## config.mk

```make
export PLATFORM = sky130hd
export DESIGN_NAME = mmta_cell
export DESIGN_NICKNAME = d
export VERILOG_FILES = /design/src/hw/rtl/mmta_pkg.sv /design/src/hw/rtl/mmta_cell.sv
export SDC_FILE = /design/constraint.sdc
export NUM_CORES = 1
export LEC_CHECK = 0
export ABC_AREA = 1
export BUFFER_PORTS_ARGS = -buffer_cell sky130_fd_sc_hd__buf_2
export CORE_ASPECT_RATIO = 0.9
export CORE_MARGIN = 10
export CORE_UTILIZATION = 50
export CTS_CLUSTER_DIAMETER = 40
export DETAILED_ROUTE_END_ITERATION = 10
export GPL_TIMING_DRIVEN = 0
export PLACE_DENSITY = 0.65
export SYNTH_ARGS = -nofsm -noshare
export SYNTH_HDL_FRONTEND = slang
export SYNTH_SLANG_ARGS = --single-unit
```

## constraint.sdc

```tcl
create_clock -name i_clk -period 21 [get_ports i_clk]
set_input_delay 2.1 -clock i_clk [delete_from_list [all_inputs] [get_ports i_clk]]
set_output_delay 2.1 -clock i_clk [all_outputs]
set_load 0.05 [all_outputs]
```

## src/hw/rtl/mmta_pkg.sv

```systemverilog
// ----------------------------------------------------------------------------
// mmta_pkg
// Shared types and constants for the transposed matrix multiply-accumulate core.
// ----------------------------------------------------------------------------
package mmta_pkg;
    localparam int MAX_ORDER_DEF     = 8;
    localparam int OPERAND_WIDTH_DEF = 16;
    localparam int ACC_W             = 40;
    localparam int ORDER_W           = 4;
    localparam int IDX_W             = 3;

    localparam logic [1:0] ACT_LOAD_A = 2'd0;
    localparam logic [1:0] ACT_LOAD_B = 2'd1;
    localparam logic [1:0] ACT_LOAD_C = 2'd2;
    localparam logic [1:0] ACT_RUN    = 2'd3;

    localparam logic signed [ACC_W-1:0] ACC_MAX = {1'b0, {(ACC_W-1){1'b1}}};
    localparam logic signed [ACC_W-1:0] ACC_MIN = {1'b1, {(ACC_W-1){1'b0}}};

    typedef enum logic [2:0] {
        ST_IDLE = 3'b001,
        ST_RUN  = 3'b010,
        ST_EMIT = 3'b100
    } t_state;
endpackage

```

## src/hw/rtl/mmta_cell.sv

```systemverilog
// ----------------------------------------------------------------------------
// mmta_cell
// One MAC cell of the chain: takes a running sum from its left neighbor,
// adds one A*B product with saturation when active and passes it right.
// ----------------------------------------------------------------------------
module mmta_cell
    import mmta_pkg::*;
#(
    parameter int OPERAND_WIDTH = OPERAND_WIDTH_DEF
) (
    input  logic                            i_clk,
    input  logic                            i_rst_n,
    input  logic                            i_valid,
    input  logic                            i_active,
    input  logic signed [OPERAND_WIDTH-1:0] i_a,
    input  logic signed [OPERAND_WIDTH-1:0] i_b,
    input  logic signed [ACC_W-1:0]         i_acc,
    input  logic                            i_ovf,
    output logic                            o_valid,
    output logic signed [ACC_W-1:0]         o_acc,
    output logic                            o_ovf
);
    localparam int PW = 2 * OPERAND_WIDTH;
    localparam int SW = (PW > ACC_W ? PW : ACC_W) + 2;

    logic signed [PW-1:0]    w_prod;
    logic signed [SW-1:0]    w_sum;
    logic signed [ACC_W-1:0] n_acc;
    logic                    n_ovf;
    logic                    r_valid;
    logic signed [ACC_W-1:0] r_acc;
    logic                    r_ovf;

    always_comb begin
        w_prod = i_a * i_b;
        w_sum  = SW'(i_acc) + SW'(w_prod);
        n_acc  = i_acc;
        n_ovf  = i_ovf;
        if (i_active) begin
            if (w_sum > SW'(ACC_MAX)) begin
                n_acc = ACC_MAX;
                n_ovf = 1'b1;
            end else if (w_sum < SW'(ACC_MIN)) begin
                n_acc = ACC_MIN;
                n_ovf = 1'b1;
            end else begin
                n_acc = w_sum[ACC_W-1:0];
            end
        end
    end

    always_ff @(posedge i_clk) begin
        if (!i_rst_n) begin
            r_valid <= 1'b0;
        end else begin
            r_valid <= i_valid;
        end
        r_acc <= n_acc;
        r_ovf <= n_ovf;
    end

    assign o_valid = r_valid;
    assign o_acc   = r_acc;
    assign o_ovf   = r_ovf;
endmodule

```

==> impl_metrics.py <==
metrics = {
    "routing": {
        "drt_iter0_markers": 767,
        "wire_per_inst_um": 17.0,
        "drc_errors": 0,
        "first_pass_iters": 5,
        "routed_wl_um": 42700,
        "detail_route.vias_per_cell": 4.94,
        "num_vias": 12400,
        "ant_nets": 0,
    },
    "critical_path": {
        "crit_top_cell": "fa_1",
        "worstSetupStartpointType": "primary input",
        "path_class": "in2reg",
        "crit_family": "adder cells",
        "max_stage_delay_ps": 800,
        "path_buf_inv": 8,
        "end_kind": "flip-flop",
        "path_max_fanout": 10,
        "cp.arrival_ps": 9360,
        "worstPathRequired_ps": 21200,
        "crit_slowest_cell": "fa_1",
        "cp_num_cells": 27,
    },
    "status": {
        "status": "complete, no violations",
    },
    "timing": {
        "drv_slew": 0,
        "finalHoldViolCount": 0,
        "fmaxAchievable_mhz": 109,
        "relSlewSlack_pct": 30.3,
        "finalSetupViolations": 0,
        "tns_ps": 0,
        "tightest_slew_ps": 1050,
        "period_share_pct": 43.6,
        "timing.final.crit_period_ps": 9160,
        "grt_setup_unrepaired": "false",
    },
    "yosys": {
        "synth_cell_types": 32,
        "syn_avg_cell_area_um2": 7.53,
        "syn_area_mm2": 0.0152,
        "synth_common_cells": "inv_1, nand2_1, fa_1",
        "async_reset_ff_share_pct": 0,
        "synth_top_area_share_pct": 44.0,
        "seq_area_frac_synth_pct": 5.54,
        "synth.most_common_cell": "inv_1",
        "synth_seq_cells": 42,
        "synth_area_leader_cell": "fa_1",
        "synth_area_leaders": "fa_1, inv_1, nand2_1",
        "yosysWarnings": 0,
        "netlist_instances": 2017,
        "synth_edf_count": 0,
        "synth_fp_nets": 2546,
        "synth-main-ff-cell": "dfxtp_1",
    },
    "die": {
        "dieWidth_um": 204,
        "io_pins": 119,
        "core_area_mm2": 0.0300,
        "rows": 60,
        "start_util_pct": 50.7,
        "dieArea_mm2": 0.0377,
        "die_height_um": 185,
    },
    "place": {
        "dpl.cell_count": 2508,
        "place_congestion": 0.958,
        "io_buffer_count": 88,
        "dpl-instance-area_mm2": 0.0161,
        "dpl.hpwl_um": 37700,
    },
    "global_route": {
        "grt_overflow": 0,
        "grt_start_max_net_pins": 25,
        "antenna_found_initial": 0,
        "grt_pass1_wl_um": 70000,
        "grt_use_total_pct": 23.9,
        "grt_pass1_vias": 13400,
    },
    "layout": {
        "stdcell_count": 2515,
        "drive_above_1_share_pct": 6.91,
        "area_growth_pct": 7.35,
        "nets": 2641,
        "design_area_mm2": 0.0163,
        "antenna_cells": 0,
    },
    "cts": {
        "post-cts-setup-buffers": 0,
        "clkTransAtPathRegs_ps": 70,
        "cts-root-buf": "clkbuf_16",
        "cts_tree": "done",
        "cts_buffers": 5,
        "clock_sinks": 42,
        "cts_htree_levels": 2,
        "post_cts_resized": 0,
        "cts_hold_buf": 0,
        "clock_path_buffers": 2,
    },
    "worst_hold_path": {
        "hold_path_startpoint": "i_valid",
        "holdPathStages": 3,
        "hold_end": "o_valid$_SDFF_PN0_",
        "hold_class": "in2reg",
    },
    "job": {
        "cap_violations": 0,
    },
}
## routing by layer
layer	wire [um]	global-route usage, %	vias to the layer above	part of all wire [%]
met4	1260	6.77	0	2.9
met2	19700	39.6	432	46
li1	-	-	5846	-
met5	0	0	-	0
met3	3470	3.51	52	8.1
met1	18200	31.9	6086	43
## per-stage QoR
step	util [%]	hold slack, ps	worst slack, ps
after floorplan	-	2190	12840
after global placement	53.8	2280	11540
after detailed placement	53.9	2280	11490
after CTS	54.4	1950	11830
after global routing	54.4	1960	11190
final	54.4	1960	11840
## registers in the layout (all words and copies together), names as in the netlist
name / flops
o_acc: 40
o_ovf: 1
o_valid: 1
## worst max path at each step
stage	slack, ps	end	start
after global routing	11190	o_acc[28]$_DFF_P_	i_a[15]
after global placement	11540	o_acc[28]$_DFF_P_	i_a[15]
after CTS	11830	o_acc[28]$_DFF_P_	i_a[15]
final	11840	o_acc[28]$_DFF_P_	i_b[6]
after detailed placement	11490	o_acc[28]$_DFF_P_	i_a[15]
after floorplan	12840	o_acc[38]$_DFF_P_	i_b[3]
## area by class of cell
cell class	count	area (um2)
multi-input combinational	1300	11800
tap	403	504
inverter	601	2260
buffer	74	309
timing repair buffer	88	440
clock inverter	1	30.0
clock buffer	6	139
fill	3006	13700
sequential	42	841
## layout by cell type (no fill, tap or decap), types with 5 or more instances in the layout
cell and n:
dfxtp_1 42, fa_1 333, clkbuf_16 5, nand3b_1 11, xnor2_1 20, clkbuf_1 65
nor3_1 5, nor2_2 25, buf_2 94, a21oi_1 38, nor2_1 207, nand2_2 6
o21ai_0 12, ha_1 118, nand2_1 465, nand4_1 11, o21bai_1 7, inv_2 6
nand3_1 27, inv_1 595
## cells by family after synthesis
logic type               share of synthesized area [%]
flip-flops                                        5.54
XOR/XNOR                                          1.27
buffers and inverters                             16.9
AND/OR/NAND/NOR                                   20.4
AO/OA/AOI/OAI                                     2.18
adder cells (fa/ha/maj)                           53.8
Power is left out: the tool's default activity adds up to more than one toggle a clock period on the data nets, which glitch-free logic cannot reach.
